`src/backend_round_robin_health_select_unit_macros.svh`:
```
// assertion macros for the backend select unit
`ifndef BACKEND_ROUND_ROBIN_HEALTH_SELECT_UNIT_MACROS_SVH
`define BACKEND_ROUND_ROBIN_HEALTH_SELECT_UNIT_MACROS_SVH

`ifndef ASSERT_OFF
`define BRHS_ASSERT_IMPLY(label, ante, cons) \
    label: assert property (@(posedge clk) disable iff (!rst_n) (ante) |-> (cons)) \
        else $error("implication check failed");
`define BRHS_ASSERT_NEXT(label, ante, cons) \
    label: assert property (@(posedge clk) disable iff (!rst_n) (ante) |=> (cons)) \
        else $error("next-cycle check failed");
`else
`define BRHS_ASSERT_IMPLY(label, ante, cons)
`define BRHS_ASSERT_NEXT(label, ante, cons)
`endif

`endif

```
`src/brhs_pkg.sv`:
```
package brhs_pkg;

    localparam int COUNT_W   = 5;
    localparam int RETRY_W   = 16;
    localparam int TIME_W    = 32;
    localparam int INDEX_W   = 4;
    localparam int CFG_W     = 16;
    localparam int CFG_SEL_W = 1;

    localparam logic OP_SELECT = 1'b0;
    localparam logic OP_FAIL   = 1'b1;

    localparam logic [CFG_SEL_W-1:0] REG_BACKEND_COUNT = 1'd0;
    localparam logic [CFG_SEL_W-1:0] REG_RETRY_SECONDS = 1'd1;

    localparam logic [COUNT_W-1:0] COUNT_RESET = 5'd1;
    localparam logic [RETRY_W-1:0] RETRY_RESET = 16'd30;

    typedef enum logic [2:0] {
        ST_IDLE,
        ST_MARK,
        ST_PREP,
        ST_PROBE,
        ST_DONE
    } state_t;

    typedef struct packed {
        logic start;
        logic mark;
        logic prep;
        logic probe;
        logic load;
    } ctl_cmd_t;

    typedef struct packed {
        logic fail_op;
        logic hit;
        logic last_probe;
        logic out_free;
    } dp_status_t;

endpackage

```
`src/brhs_req_if.sv`:
```
interface brhs_req_if
    import brhs_pkg::*;
();
    logic              valid;
    logic              ready;
    logic              op;
    logic [TIME_W-1:0] now_seconds;

    modport source (output valid, output op, output now_seconds, input ready);
    modport sink (input valid, input op, input now_seconds, output ready);
endinterface

```
`src/brhs_rsp_if.sv`:
```
interface brhs_rsp_if
    import brhs_pkg::*;
();
    logic               valid;
    logic               ready;
    logic               found;
    logic [INDEX_W-1:0] backend_index;

    modport source (output valid, output found, output backend_index, input ready);
    modport sink (input valid, input found, input backend_index, output ready);
endinterface

```
`src/brhs_ctrl.sv`:
```
module brhs_ctrl
    import brhs_pkg::*;
(
    input  logic       clk,
    input  logic       rst_n,
    input  logic       req_valid,
    output logic       req_ready,
    input  dp_status_t status,
    output ctl_cmd_t   cmd
);

    state_t state_reg;
    state_t state_next;

    always_ff @(posedge clk or negedge rst_n)
    begin
        if (!rst_n)
        begin
            state_reg <= ST_IDLE;
        end
        else
        begin
            state_reg <= state_next;
        end
    end

    always_comb
    begin
        state_next = state_reg;
        cmd        = '0;
        req_ready  = 1'b0;
        unique case (state_reg)
            ST_IDLE:
            begin
                req_ready = 1'b1;
                if (req_valid)
                begin
                    cmd.start  = 1'b1;
                    state_next = status.fail_op ? ST_MARK : ST_PREP;
                end
            end
            ST_MARK:
            begin
                cmd.mark   = 1'b1;
                state_next = ST_PREP;
            end
            ST_PREP:
            begin
                cmd.prep   = 1'b1;
                state_next = ST_PROBE;
            end
            ST_PROBE:
            begin
                cmd.probe = 1'b1;
                if (status.hit || status.last_probe)
                begin
                    state_next = ST_DONE;
                end
            end
            ST_DONE:
            begin
                if (status.out_free)
                begin
                    cmd.load   = 1'b1;
                    state_next = ST_IDLE;
                end
            end
            default:
            begin
                state_next = ST_IDLE;
            end
        endcase
    end

endmodule

```
`src/brhs_dpath.sv`:
```
module brhs_dpath
    import brhs_pkg::*;
#(
    parameter int MAX_BACKENDS = 16
)
(
    input  logic                 clk,
    input  logic                 rst_n,
    input  logic                 cfg_we,
    input  logic [CFG_SEL_W-1:0] cfg_index,
    input  logic [CFG_W-1:0]     cfg_data,
    input  logic                 req_op,
    input  logic [TIME_W-1:0]    req_now,
    input  ctl_cmd_t             cmd,
    output dp_status_t           status,
    input  logic                 rsp_ready,
    output logic                 rsp_valid,
    output logic                 rsp_found,
    output logic [INDEX_W-1:0]   rsp_index
);

    localparam int IW  = $clog2(MAX_BACKENDS);
    localparam int W   = (IW > COUNT_W) ? IW : COUNT_W;
    localparam int CAP = (MAX_BACKENDS < 31) ? MAX_BACKENDS : 31;

    logic [COUNT_W-1:0]    count_reg;
    logic [RETRY_W-1:0]    retry_reg;
    logic [TIME_W-1:0]     now_reg;
    logic [MAX_BACKENDS-1:0] dead_reg;
    logic [TIME_W-1:0]     revive_mem [MAX_BACKENDS];
    logic [TIME_W-1:0]     rd_data_reg;
    logic [IW-1:0]         pool_reg;
    logic [W-1:0]          sc_reg;
    logic [IW-1:0]         last_reg;
    logic [IW-1:0]         addr_reg;
    logic [COUNT_W-1:0]    tried_reg;
    logic                  found_pend_reg;
    logic [IW-1:0]         pick_pend_reg;
    logic                  out_valid_reg;
    logic                  out_found_reg;
    logic [INDEX_W-1:0]    out_index_reg;

    logic [COUNT_W-1:0] n;
    logic [W-1:0]       nw;
    logic [W-1:0]       pool_w;
    logic [W-1:0]       start;
    logic [W-1:0]       start_inc;
    logic [W-1:0]       pool_next;
    logic [W-1:0]       resume;
    logic [W-1:0]       addr_inc;
    logic [W-1:0]       next_addr;
    logic [IW-1:0]      rd_addr;
    logic               is_dead;
    logic               revive;
    logic               hit;
    logic [TIME_W:0]    sum;
    logic [TIME_W-1:0]  deadline;

    // effective count, clamped to the pool size
    always_comb
    begin
        if (count_reg == '0)
        begin
            n = COUNT_W'(1);
        end
        else if (count_reg > COUNT_W'(CAP))
        begin
            n = COUNT_W'(CAP);
        end
        else
        begin
            n = count_reg;
        end
    end

    assign nw        = W'(n);
    assign pool_w    = W'(pool_reg);
    assign start     = (pool_w >= nw) ? '0 : pool_w;
    assign start_inc = start + W'(1);
    assign pool_next = (start_inc >= nw) ? '0 : start_inc;
    assign resume    = (sc_reg >= nw) ? '0 : sc_reg;
    assign addr_inc  = W'(addr_reg) + W'(1);
    assign next_addr = (addr_inc >= nw) ? '0 : addr_inc;
    assign rd_addr   = cmd.probe ? IW'(next_addr) : addr_reg;

    assign is_dead = dead_reg[addr_reg];
    assign revive  = is_dead && (now_reg >= rd_data_reg);
    assign hit     = !is_dead || revive;

    // saturating retry deadline
    assign sum      = {1'b0, now_reg} + (TIME_W + 1)'(retry_reg);
    assign deadline = sum[TIME_W] ? '1 : sum[TIME_W-1:0];

    assign status.fail_op    = (req_op == OP_FAIL);
    assign status.hit        = hit;
    assign status.last_probe = (tried_reg == n);
    assign status.out_free   = !out_valid_reg || rsp_ready;

    assign rsp_valid = out_valid_reg;
    assign rsp_found = out_found_reg;
    assign rsp_index = out_index_reg;

    // revive time store
    always_ff @(posedge clk)
    begin
        if (cmd.mark)
        begin
            revive_mem[last_reg] <= deadline;
        end
        rd_data_reg <= revive_mem[rd_addr];
    end

    always_ff @(posedge clk)
    begin
        if (cmd.start)
        begin
            now_reg <= req_now;
        end
        if (cmd.probe && hit)
        begin
            pick_pend_reg <= addr_reg;
        end
        if (cmd.load)
        begin
            out_found_reg <= found_pend_reg;
            out_index_reg <= found_pend_reg ? INDEX_W'(W'(pick_pend_reg)) : '0;
        end
    end

    always_ff @(posedge clk or negedge rst_n)
    begin
        if (!rst_n)
        begin
            count_reg      <= COUNT_RESET;
            retry_reg      <= RETRY_RESET;
            dead_reg       <= '0;
            pool_reg       <= '0;
            sc_reg         <= '0;
            last_reg       <= '0;
            addr_reg       <= '0;
            tried_reg      <= '0;
            found_pend_reg <= 1'b0;
            out_valid_reg  <= 1'b0;
        end
        else
        begin
            if (cfg_we)
            begin
                unique case (cfg_index)
                    REG_BACKEND_COUNT: count_reg <= cfg_data[COUNT_W-1:0];
                    REG_RETRY_SECONDS: retry_reg <= cfg_data[RETRY_W-1:0];
                    default:           ;
                endcase
            end
            if (cmd.start)
            begin
                tried_reg      <= '0;
                found_pend_reg <= 1'b0;
                if (req_op == OP_FAIL)
                begin
                    addr_reg <= IW'(resume);
                end
                else
                begin
                    addr_reg <= IW'(start);
                    pool_reg <= IW'(pool_next);
                end
            end
            if (cmd.mark)
            begin
                dead_reg[last_reg] <= 1'b1;
            end
            if (cmd.probe)
            begin
                if (revive)
                begin
                    dead_reg[addr_reg] <= 1'b0;
                end
                sc_reg    <= addr_inc;
                addr_reg  <= IW'(next_addr);
                tried_reg <= tried_reg + COUNT_W'(1);
                if (hit)
                begin
                    found_pend_reg <= 1'b1;
                    last_reg       <= addr_reg;
                end
            end
            if (cmd.load)
            begin
                out_valid_reg <= 1'b1;
            end
            else if (out_valid_reg && rsp_ready)
            begin
                out_valid_reg <= 1'b0;
            end
        end
    end

endmodule

```
`src/backend_round_robin_health_select_unit.sv`:
```
// channel   dir  payload                       handshake
// req       in   op, now_seconds               valid/ready
// rsp       out  found, backend_index          valid/ready
// cfg       in   cfg_index, cfg_data           cfg_we, no wait
//
// a request passes IDLE, PREP, the PROBE loop and DONE; a failure report adds MARK before PREP,
// and the loop probes 1 to n+1 entries, n being the clamped count (up to 17 at 16 backends)
// the probe loop checks one entry per cycle through the revive-time read port
// one request is in work at a time; a finished result waits in the output register
// reset clears the dead flags at once, no clearing pass is needed
`include "backend_round_robin_health_select_unit_macros.svh"

module backend_round_robin_health_select_unit
    import brhs_pkg::*;
#(
    parameter int MAX_BACKENDS = 16
)
(
    input  logic                 clk,
    input  logic                 rst_n,
    brhs_req_if.sink             req,
    brhs_rsp_if.source           rsp,
    input  logic                 cfg_we,
    input  logic [CFG_SEL_W-1:0] cfg_index,
    input  logic [CFG_W-1:0]     cfg_data
);

    ctl_cmd_t   cmd;
    dp_status_t status;

    brhs_ctrl u_ctrl (
        .clk       (clk),
        .rst_n     (rst_n),
        .req_valid (req.valid),
        .req_ready (req.ready),
        .status    (status),
        .cmd       (cmd)
    );

    brhs_dpath #(
        .MAX_BACKENDS (MAX_BACKENDS)
    ) u_dpath (
        .clk       (clk),
        .rst_n     (rst_n),
        .cfg_we    (cfg_we),
        .cfg_index (cfg_index),
        .cfg_data  (cfg_data),
        .req_op    (req.op),
        .req_now   (req.now_seconds),
        .cmd       (cmd),
        .status    (status),
        .rsp_ready (rsp.ready),
        .rsp_valid (rsp.valid),
        .rsp_found (rsp.found),
        .rsp_index (rsp.backend_index)
    );

    `BRHS_ASSERT_NEXT(a_accept_then_busy, req.valid && req.ready, !req.ready)
    `BRHS_ASSERT_IMPLY(a_none_zero_index, rsp.valid && !rsp.found, rsp.backend_index == '0)
    `BRHS_ASSERT_NEXT(a_load_shows_result, cmd.load, rsp.valid)

endmodule

```
`src/flat_wrapper.sv`:
```
// flat-port wrapper written by rule: the top's interface ports become plain ports
module backend_round_robin_health_select_unit_flat import brhs_pkg::*;
#(
    parameter int MAX_BACKENDS = 16
)
  (clk, rst_n, cfg_we, cfg_index, cfg_data, req_valid, req_op, req_now_seconds, req_ready, rsp_valid, rsp_found, rsp_backend_index, rsp_ready);
  brhs_req_if req_i ();
  brhs_rsp_if rsp_i ();
  input  logic clk;
  input  logic rst_n;
  input  logic cfg_we;
  input  logic [CFG_SEL_W-1:0] cfg_index;
  input  logic [CFG_W-1:0] cfg_data;
  input wire logic [$bits(req_i.valid)-1:0] req_valid;
  input wire logic [$bits(req_i.op)-1:0] req_op;
  input wire logic [$bits(req_i.now_seconds)-1:0] req_now_seconds;
  output wire logic [$bits(req_i.ready)-1:0] req_ready;
  output wire logic [$bits(rsp_i.valid)-1:0] rsp_valid;
  output wire logic [$bits(rsp_i.found)-1:0] rsp_found;
  output wire logic [$bits(rsp_i.backend_index)-1:0] rsp_backend_index;
  input wire logic [$bits(rsp_i.ready)-1:0] rsp_ready;
  assign req_i.valid = req_valid;
  assign req_i.op = req_op;
  assign req_i.now_seconds = req_now_seconds;
  assign req_ready = req_i.ready;
  assign rsp_valid = rsp_i.valid;
  assign rsp_found = rsp_i.found;
  assign rsp_backend_index = rsp_i.backend_index;
  assign rsp_i.ready = rsp_ready;
  backend_round_robin_health_select_unit #(.MAX_BACKENDS(MAX_BACKENDS)) u_core (.clk(clk), .rst_n(rst_n), .req(req_i), .rsp(rsp_i), .cfg_we(cfg_we), .cfg_index(cfg_index), .cfg_data(cfg_data));
endmodule
```
`config.mk`:
```
export PLATFORM = sky130hd
export DESIGN_NAME = backend_round_robin_health_select_unit_flat
export DESIGN_NICKNAME = d
export VERILOG_FILES = /design/src/brhs_pkg.sv /design/src/brhs_req_if.sv /design/src/brhs_rsp_if.sv /design/src/brhs_ctrl.sv /design/src/brhs_dpath.sv /design/src/backend_round_robin_health_select_unit.sv /design/src/flat_wrapper.sv
export VERILOG_INCLUDE_DIRS = /design/src /design/src/src
export SDC_FILE = /design/constraint.sdc
export NUM_CORES = 1
export LEC_CHECK = 0
export ABC_CLOCK_PERIOD_IN_PS = 7850
export BUFFER_PORTS_ARGS = -buffer_cell sky130_fd_sc_hd__buf_4
export CORE_MARGIN = 10
export CORE_UTILIZATION = 35
export CTS_CLUSTER_DIAMETER = 60
export CTS_CLUSTER_SIZE = 8
export DETAILED_ROUTE_END_ITERATION = 8
export GPL_TIMING_DRIVEN = 0
export PLACE_DENSITY = 0.56
export SLEW_MARGIN = 20
export SYNTH_ARGS = -nofsm -noshare
export SYNTH_HDL_FRONTEND = slang
export SYNTH_SLANG_ARGS = --single-unit
```
`constraint.sdc`:
```
create_clock -name clk -period 7.85 [get_ports clk]
set_input_delay 1.1775 -clock clk [delete_from_list [all_inputs] [get_ports clk]]
set_output_delay 1.1775 -clock clk [all_outputs]
set_load 0.01 [all_outputs]
```
==> results.md, run 1 <==
| Metric | This run |
| --- | --- |
| FFs w/ async S/R, synth | 9.86% |
| Setup repair after global routing missed its margin | no |
| Number of nets in the synthesized netlist | 2377 |
| Synthesized instance count | 2248 |
| Worst hold path type | flip-flop to flip-flop |
| Top cells by area, synth | sky130_fd_sc_hd__edfxtp_1 61%, sky130_fd_sc_hd__nand2_1 9.9%, sky130_fd_sc_hd__dfrtp_1 5.4% |
| Total area of multi-input combinational cells | 8010 sq um |
| Multiplexer area fraction after synthesis | 1.39% |
| Post-synthesis share of cell area spent on full adders, half adders and majority gates | 3.40% |
| Outcome | finished, final reports clean |
| Post-Route WL | 76900 um |
| Num ports | 62 |
| Total clock buffers created by CTS | 91 |
| Synth Area in Simple Gates | 15.6% |
| Die extent in y | 300 um |
| Leading register cell type out of synthesis | sky130_fd_sc_hd__edfxtp_1 |
| Non-filler instance count after layout | 3549 |
| Final sum of negative setup slack | 0 ps |
| Path type of the worst setup path | flip-flop to flip-flop |
| Final min period | 4790 ps |
| Logic gate share of total power | 35.0% |
| Sequential fraction of the synthesis area | 68.8% |
| Pin count of the biggest net entering global routing | 65 |
| Setup-violating endpoint count in the final report | 0 |
| Clock sink count | 649 |
| Via/cell ratio | 5.20 |
| Cell taking the most area after synthesis | sky130_fd_sc_hd__edfxtp_1 |
| Sequential cell area | 18900 sq um |
| Hold Buf Count CTS | 0 |
| Warning count from the yosys run | 0 |
| Post-synthesis compound-gate area fraction | 7.46% |
| Number of remaining DRC errors | 0 |
| Insertion delay to the later sink of the worst-skew pair | 640 ps |
| Fillers | 7208 |
| Main combinational cell family by area after synthesis | simple AND/OR/NAND/NOR gates |
| Internal power | 0.00798 W |
| Buffer levels on the longest clock path | 3 |
| Post-Place Cells | 3390 |
| Resize count post-CTS | 0 |
| Post-CTS setup repair buffer count | 0 |
| Overall global routing resource usage | 16.8% |
| Number of vias in the routed layout | 18500 |
| Sort of element at the end of the critical path | flip-flop |
| Sequential Power Share | 36.4% |
| Detailed-placement wirelength estimate | 53900 um |
| Top-area cell type share of the netlist area | 60.6% |
| Final layout net count | 2572 |
| First-pass GRT wire length | 115000 um |
| Switching power as a share of total power | 38.0% |
| Clock tree from TritonCTS | done |
| Power Dens Cells | 395 nW/um^2 |
| Critical path cell sequence | inv_1 > fa_1 > nand2b_1 > a211oi_1 > o21ai_0 > nand2_1 > a31o_2 > nand4_1 > clkbuf_1 > o21ai_1 > buf_4 |
| Number of rows created at floorplan | 102 |
| Violation count after the first detailed-route iteration | 1614 |
| Die width | 300 um |
| Static leakage power | 12.2 nW |
| EDFF count, synth | 553 |
| Final hold violation count | 0 |
| Highest-delay cell along the critical path | sky130_fd_sc_hd__nand4_1 |
| Arrival time at the worst endpoint | 5270 ps |
| Clock root cell | sky130_fd_sc_hd__clkbuf_16 |
| Area inside the core boundary | 77600 sq um |
| VDD IR max | 193 uV |
| Total count of max-transition violations in the final report | 0 |
| H-tree Lvls | 3 |
| Clk slew on worst S/H paths | 50 ps |
| Yosys reg bits | 649 |
| Delay of the slowest cell on the worst path | 700 ps |
| Maximum net fanout on the critical path | 10 |
| Final global-route overflow total | 0 |
| Fraction of final layout cells sized beyond drive strength 1 | 13.3% |
| Net switching power figure | 0.00489 W |
| Vias in the first global route | 18300 |
| Synth cell types | 65 |
| Max transition margin | 31.8% |
| Clock group share of total power | 28.6% |
| Transition time at the pin with the least slew margin | 1000 ps |
| Starting density of the core | 35.3% |
| Post-synthesis instance area | 27400 sq um |
| Type of origin of the critical path | flip-flop |
| Antenna violation net count after detailed routing | 0 |
| Data required time at the worst endpoint | 8330 ps |
| Worst clock skew | 20.5 ps |
| Relative area change from synthesis to final layout | 18.9% |
| Final antenna diode count | 0 |
| Routed length per placed instance | 21.7 um |
| Area enclosed by the die boundary | 89900 sq um |
| Max-capacitance violation count | 0 |
| Maximum operating frequency | 209 MHz |
| Fraction of the cycle the final worst path needs | 61.0% |
| Routability congestion estimate from global placement | 0.813 |
| Count of input and output buffers | 61 |
| Fraction of synthesized cell area in xor and xnor cells | 0.799% |
| Antenna violations before repair | 2 |
| Largest register FFs | 512 |
| Number of detailed-routing iterations run before antenna repair | 5 |
| Syn_area_per_cell | 12.2 sq um |
[metal layers]
metal | vias to the layer above | part of all wire (%) | track usage (%)
met4 | 6 | 2.7 | 5.42
met1 | 9139 | 43 | 22.5
met3 | 139 | 6.7 | 2.96
met5 | - | 0.053 | 0
li1 | 8523 | - | -
met2 | 653 | 47 | 27.4
[cells by family (layout without fill, tap and decap cells)]
family	after synthesis	count (layout)
AND/OR/NAND/NOR	1018	1018
flip-flops	649	649
multiplexers	30	30
AO/OA/AOI/OAI	287	287
adder cells (fa/ha/maj)	74	74
XOR/XNOR	25	25
buffers and inverters	165	426
[power groups by stage]
stage          logic (W)  registers [W]  clock network (W)
2_1_floorplan    0.00270        0.00468                  0
3_5_place_dp     0.00447        0.00474                  0
6_report         0.00450        0.00468            0.00368
4_1_cts          0.00449        0.00468            0.00374
5_1_grt          0.00494        0.00472            0.00390
3_3_place_gp     0.00428        0.00475                  0
[area by class of cell]
class                   count  area share, %
multi-input cells        1434           24.6
flip-flops and latches    649           57.8
inverters                  51          0.587
well taps                1040           3.99
plain buffers             114           1.59
clock buffers             152           7.78
repair buffers            102           3.24
clock inverters             7          0.415
[layout by cell type, fill, tap and decap left out, types with 4 or more instances in the layout]
master / instances
sky130_fd_sc_hd__buf_2: 65
sky130_fd_sc_hd__a22o_1: 5
sky130_fd_sc_hd__o21ai_0: 23
sky130_fd_sc_hd__a211oi_1: 6
sky130_fd_sc_hd__nand2b_1: 17
sky130_fd_sc_hd__dfxtp_1: 32
sky130_fd_sc_hd__o21ai_1: 8
sky130_fd_sc_hd__clkbuf_16: 92
sky130_fd_sc_hd__xor2_1: 15
sky130_fd_sc_hd__and3_1: 9
sky130_fd_sc_hd__dfstp_2: 5
sky130_fd_sc_hd__a21o_1: 21
sky130_fd_sc_hd__mux4_2: 4
sky130_fd_sc_hd__o211ai_1: 129
sky130_fd_sc_hd__inv_1: 50
sky130_fd_sc_hd__and2_1: 5
sky130_fd_sc_hd__dfrtp_1: 59
sky130_fd_sc_hd__a31oi_1: 7
sky130_fd_sc_hd__buf_4: 86
sky130_fd_sc_hd__xnor2_1: 10
sky130_fd_sc_hd__nand4_1: 44
sky130_fd_sc_hd__clkbuf_1: 106
sky130_fd_sc_hd__inv_16: 4
sky130_fd_sc_hd__edfxtp_1: 553
sky130_fd_sc_hd__mux2_2: 21
sky130_fd_sc_hd__nor3_1: 11
sky130_fd_sc_hd__o22a_1: 13
sky130_fd_sc_hd__a21oi_2: 5
sky130_fd_sc_hd__buf_16: 11
sky130_fd_sc_hd__nand3_1: 145
sky130_fd_sc_hd__nor3_2: 4
sky130_fd_sc_hd__mux2_1: 4
sky130_fd_sc_hd__a21oi_1: 35
sky130_fd_sc_hd__ha_1: 73
sky130_fd_sc_hd__nand2_1: 721
sky130_fd_sc_hd__nor2_4: 12
sky130_fd_sc_hd__nor2_1: 32
sky130_fd_sc_hd__nor2b_1: 7
sky130_fd_sc_hd__buf_12: 6
[cell usage after synthesis, drive strengths merged, types with 17 or more instances]
| master | count |
|---|---|
| a21oi | 40 |
| edfxtp | 553 |
| mux2 | 25 |
| o21ai | 32 |
| a21o | 21 |
| clkbuf | 47 |
| nand3 | 145 |
| ha | 73 |
| nand4 | 44 |
| buf | 67 |
| nand2 | 721 |
| o211ai | 129 |
| inv | 51 |
| nand2b | 17 |
| dfxtp | 32 |
| nor2 | 44 |
| dfrtp | 59 |
[critical path, delay by kind of cell (launching register included)]
kind,cells,cell delay [ps]
DFF,1,540
adders and majority gates,1,450
AOI/OAI and AO/OA,4,1630
buffers and inverters,3,970
and+or+nand+nor,3,1040
[through the flow]
step / power [W] / cell area (sq um) / utilization [%] / worst slack [ps] / hold WS [ps]
2_1_floorplan: 0.00738 / 27400 / - / 4130 / 423
3_3_place_gp: 0.00903 / 29200 / 37.6 / 1240 / 443
3_5_place_dp: 0.00921 / 29900 / 38.5 / 2810 / 437
4_1_cts: 0.0129 / 32600 / 42.0 / 2780 / 440
5_1_grt: 0.0136 / 32600 / 42.0 / 2790 / 449
6_report: 0.0129 / 32600 / 42.0 / 3060 / 445
[path summary, 6_finish.rpt]
check | slack [ps] | depth (start not counted) | startpoint | endpoint
max | 3060 | 11 | u_core.u_dpath.retry_reg[1] | u_core.u_dpath.revive_mem[15][17]
min | 440 | 0 | u_core.u_dpath.addr_reg[2] | u_core.u_dpath.pick_pend_reg[2]
max reg2reg | 3060 | 11 | u_core.u_dpath.retry_reg[1] | u_core.u_dpath.revive_mem[15][17]
min reg2reg | 440 | 0 | u_core.u_dpath.addr_reg[2] | u_core.u_dpath.pick_pend_reg[2]
max in group asynchronous | 6660 | 1 | rst_n | u_core.u_dpath.retry_reg[5]
min in group asynchronous | 650 | 1 | rst_n | u_core.u_ctrl.state_reg[0]
No activity file was read; power rests on OpenSTA's default activity.
==> run 2: changes to the inputs <==
- ABC_CLOCK_PERIOD_IN_PS: 7850 -> 4300
- PLACE_DENSITY: 0.56 -> 0.57
- clock period: 7.85 -> 4.3 ns (I/O delays scaled with it)
==> run 2 against run 1 <==
Effect of this change:
- sequential cell count unchanged
- critical path depth unchanged
- power up 84%
- clock skew up 8.3 ps
- die area unchanged
- wire length down 0.58%
- fmax up 17%
- highest routed layer is now met4
==> results.md, run 2 (synthesized netlist as in run 1, its figures left out) <==
| Metric | This run |
| --- | --- |
| Outcome | finished, final reports clean |
| Maximum net fanout on the critical path | 16 |
| Number of detailed-routing iterations run before antenna repair | 5 |
| Die extent in y | 300 um |
| Final global-route overflow total | 0 |
| Max transition margin | 27.8% |
| Pin count of the biggest net entering global routing | 65 |
| Fillers | 7186 |
| Clock group share of total power | 28.9% |
| Number of rows created at floorplan | 102 |
| Max-capacitance violation count | 0 |
| Total count of max-transition violations in the final report | 0 |
| Logic gate share of total power | 34.9% |
| Static leakage power | 12.3 nW |
| Internal power | 0.0147 W |
| Worst hold path type | input pin to asynchronous set/reset pin |
| Data required time at the worst endpoint | 4660 ps |
| Number of vias in the routed layout | 18300 |
| Relative area change from synthesis to final layout | 19.6% |
| Setup-violating endpoint count in the final report | 0 |
| Net switching power figure | 0.00895 W |
| Routed length per placed instance | 21.5 um |
| Total clock buffers created by CTS | 93 |
| Post-route standard cell area excluding fillers | 32800 sq um |
| Path type of the worst setup path | flip-flop to flip-flop |
| Final min period | 4110 ps |
| Total area of multi-input combinational cells | 8070 sq um |
| Switching power as a share of total power | 37.8% |
| Number of remaining DRC errors | 0 |
| Via/cell ratio | 5.16 |
| Sequential Power Share | 36.2% |
| Buffer levels on the longest clock path | 3 |
| Clock tree from TritonCTS | done |
| Starting density of the core | 35.3% |
| Setup repair after global routing missed its margin | no |
| Clk slew on worst S/H paths | 50 ps |
| Insertion delay to the later sink of the worst-skew pair | 650 ps |
| Critical path cell sequence | inv_1 > fa_1 > nand2b_1 > a211oi_1 > o21ai_0 > nand2_1 > a31o_2 > nand4_1 > buf_4 > clkbuf_1 > nand2_1 |
| Fraction of final layout cells sized beyond drive strength 1 | 14.2% |
| Highest-delay cell along the critical path | sky130_fd_sc_hd__nand2_1 |
| Top library cells by usage in the layout, fill and taps aside | 717 x sky130_fd_sc_hd__nand2_1, 553 x sky130_fd_sc_hd__edfxtp_1, 145 x sky130_fd_sc_hd__nand3_1 |
| Sort of element at the end of the critical path | flip-flop |
| Area enclosed by the die boundary | 89900 sq um |
| Arrival time at the worst endpoint | 4470 ps |
| VDD IR max | 384 uV |
| Overall global routing resource usage | 16.7% |
| Num ports | 62 |
| Antenna violations before repair | 2 |
| First-pass GRT wire length | 115000 um |
| H-tree Lvls | 3 |
| Post-layout utilization of the core | 42.3% |
| Detailed-placement wirelength estimate | 53600 um |
| Final layout net count | 2576 |
| Hold Buf Count CTS | 0 |
| Die width | 300 um |
| Delay of the slowest cell on the worst path | 600 ps |
| Final antenna diode count | 0 |
| Final hold violation count | 0 |
| Maximum operating frequency | 243 MHz |
| Most common cell after layout, fill and taps aside | sky130_fd_sc_hd__nand2_1 |
| Transition time at the pin with the least slew margin | 1060 ps |
| Area post-placement | 29900 sq um |
| Routability congestion estimate from global placement | 0.828 |
| Cell class contributing the biggest share of worst-path delay | compound AO/OA/AOI/OAI gates |
| Sequential cell area | 18900 sq um |
| Total buffers and inverters traversed by the critical path | 3 |
| Vias in the first global route | 18400 |
| Clock root cell | sky130_fd_sc_hd__clkbuf_16 |
| Post-Route WL | 76500 um |
| Worst clock skew | 28.8 ps |
| Cell repeated most along the worst path | sky130_fd_sc_hd__nand2_1 |
| Power Dens Cells | 721 nW/um^2 |
| Largest register FFs | 512 |
| Violation count after the first detailed-route iteration | 1541 |
| Antenna violation net count after detailed routing | 0 |
| Type of origin of the critical path | flip-flop |
| Area inside the core boundary | 77600 sq um |
| Fraction of the cycle the final worst path needs | 95.6% |
| Clock sink count | 649 |
| Count of input and output buffers | 61 |
## run 2: cell types whose count changed in the layout (fill, tap and decap cells not counted), moves of 2 or more
cell | previous run | this run
sky130_fd_sc_hd__buf_4 | 86 | 88
sky130_fd_sc_hd__clkbuf_16 | 92 | 95
sky130_fd_sc_hd__clkinv_8 | 1 | 3
sky130_fd_sc_hd__a31oi_4 | 0 | 2
sky130_fd_sc_hd__a31oi_2 | 2 | 0
sky130_fd_sc_hd__nand2_2 | 0 | 3
sky130_fd_sc_hd__clkbuf_2 | 0 | 10
sky130_fd_sc_hd__buf_12 | 6 | 4
sky130_fd_sc_hd__inv_16 | 4 | 1
sky130_fd_sc_hd__nand2_1 | 721 | 717
sky130_fd_sc_hd__buf_16 | 11 | 13
sky130_fd_sc_hd__clkinv_4 | 0 | 2
sky130_fd_sc_hd__clkbuf_1 | 106 | 94
## run 2: path summary, 6_finish.rpt
check                      cells after the start                          endpoint  slack, ps                         from
max                                           11  u_core.u_dpath.revive_mem[5][16]        190  u_core.u_dpath.retry_reg[1]
min                                            1          u_core.u_dpath.rsp_valid        110                        rst_n
max reg2reg                                   11  u_core.u_dpath.revive_mem[5][16]        190  u_core.u_dpath.retry_reg[1]
min reg2reg                                    1       u_core.u_dpath.dead_reg[14]        480  u_core.u_dpath.dead_reg[14]
max in group asynchronous                      1      u_core.u_dpath.retry_reg[13]       3620                        rst_n
min in group clk                               1        u_core.u_dpath.now_reg[16]        180          req_now_seconds[16]
## run 2: repair_timing
action	CTS	global route
pin swaps	1	0
setup endpoints to repair	435	217
setup buffers	2	0
resized for setup	8	32
## run 2: cell type report
cell class	instances	area share, %
well taps	1040	3.97
repair buffers	104	3.31
plain buffers	114	1.63
flip-flops and latches	649	57.5
clock inverters	9	0.462
clock buffers	153	7.94
multi-input cells	1434	24.6
inverters	51	0.584
## run 2: power groups by stage
stage	clock network [W]	logic (W)	registers, W
final	0.00684	0.00825	0.00855
after global routing	0.00724	0.00903	0.00861
after CTS	0.00697	0.00818	0.00855
after detailed placement	0	0.00813	0.00866
after global placement	0	0.00781	0.00867
after floorplan	0	0.00493	0.00854
## run 2: per-stage QoR
step	power [W]	setup WS (ps)	std cells	setup TNS [ps]	hold slack, ps
after global placement	0.0165	-2320	3349	-429000	467
after floorplan	0.0135	582	2248	0	349
after detailed placement	0.0168	-683	3390	-144550	465
after global routing	0.0249	9.48	3554	0	155
final	0.0236	190	3554	0	115
after CTS	0.0237	0.530	3554	0	128
## run 2: layer usage
layer | track usage (%) | up-vias | share of wire [%]
li1 | - | 8523 | -
met1 | 22.6 | 9040 | 43
met2 | 27.4 | 637 | 48
met3 | 2.77 | 128 | 6.9
met4 | 4.87 | 0 | 2.4
met5 | 0 | - | 0
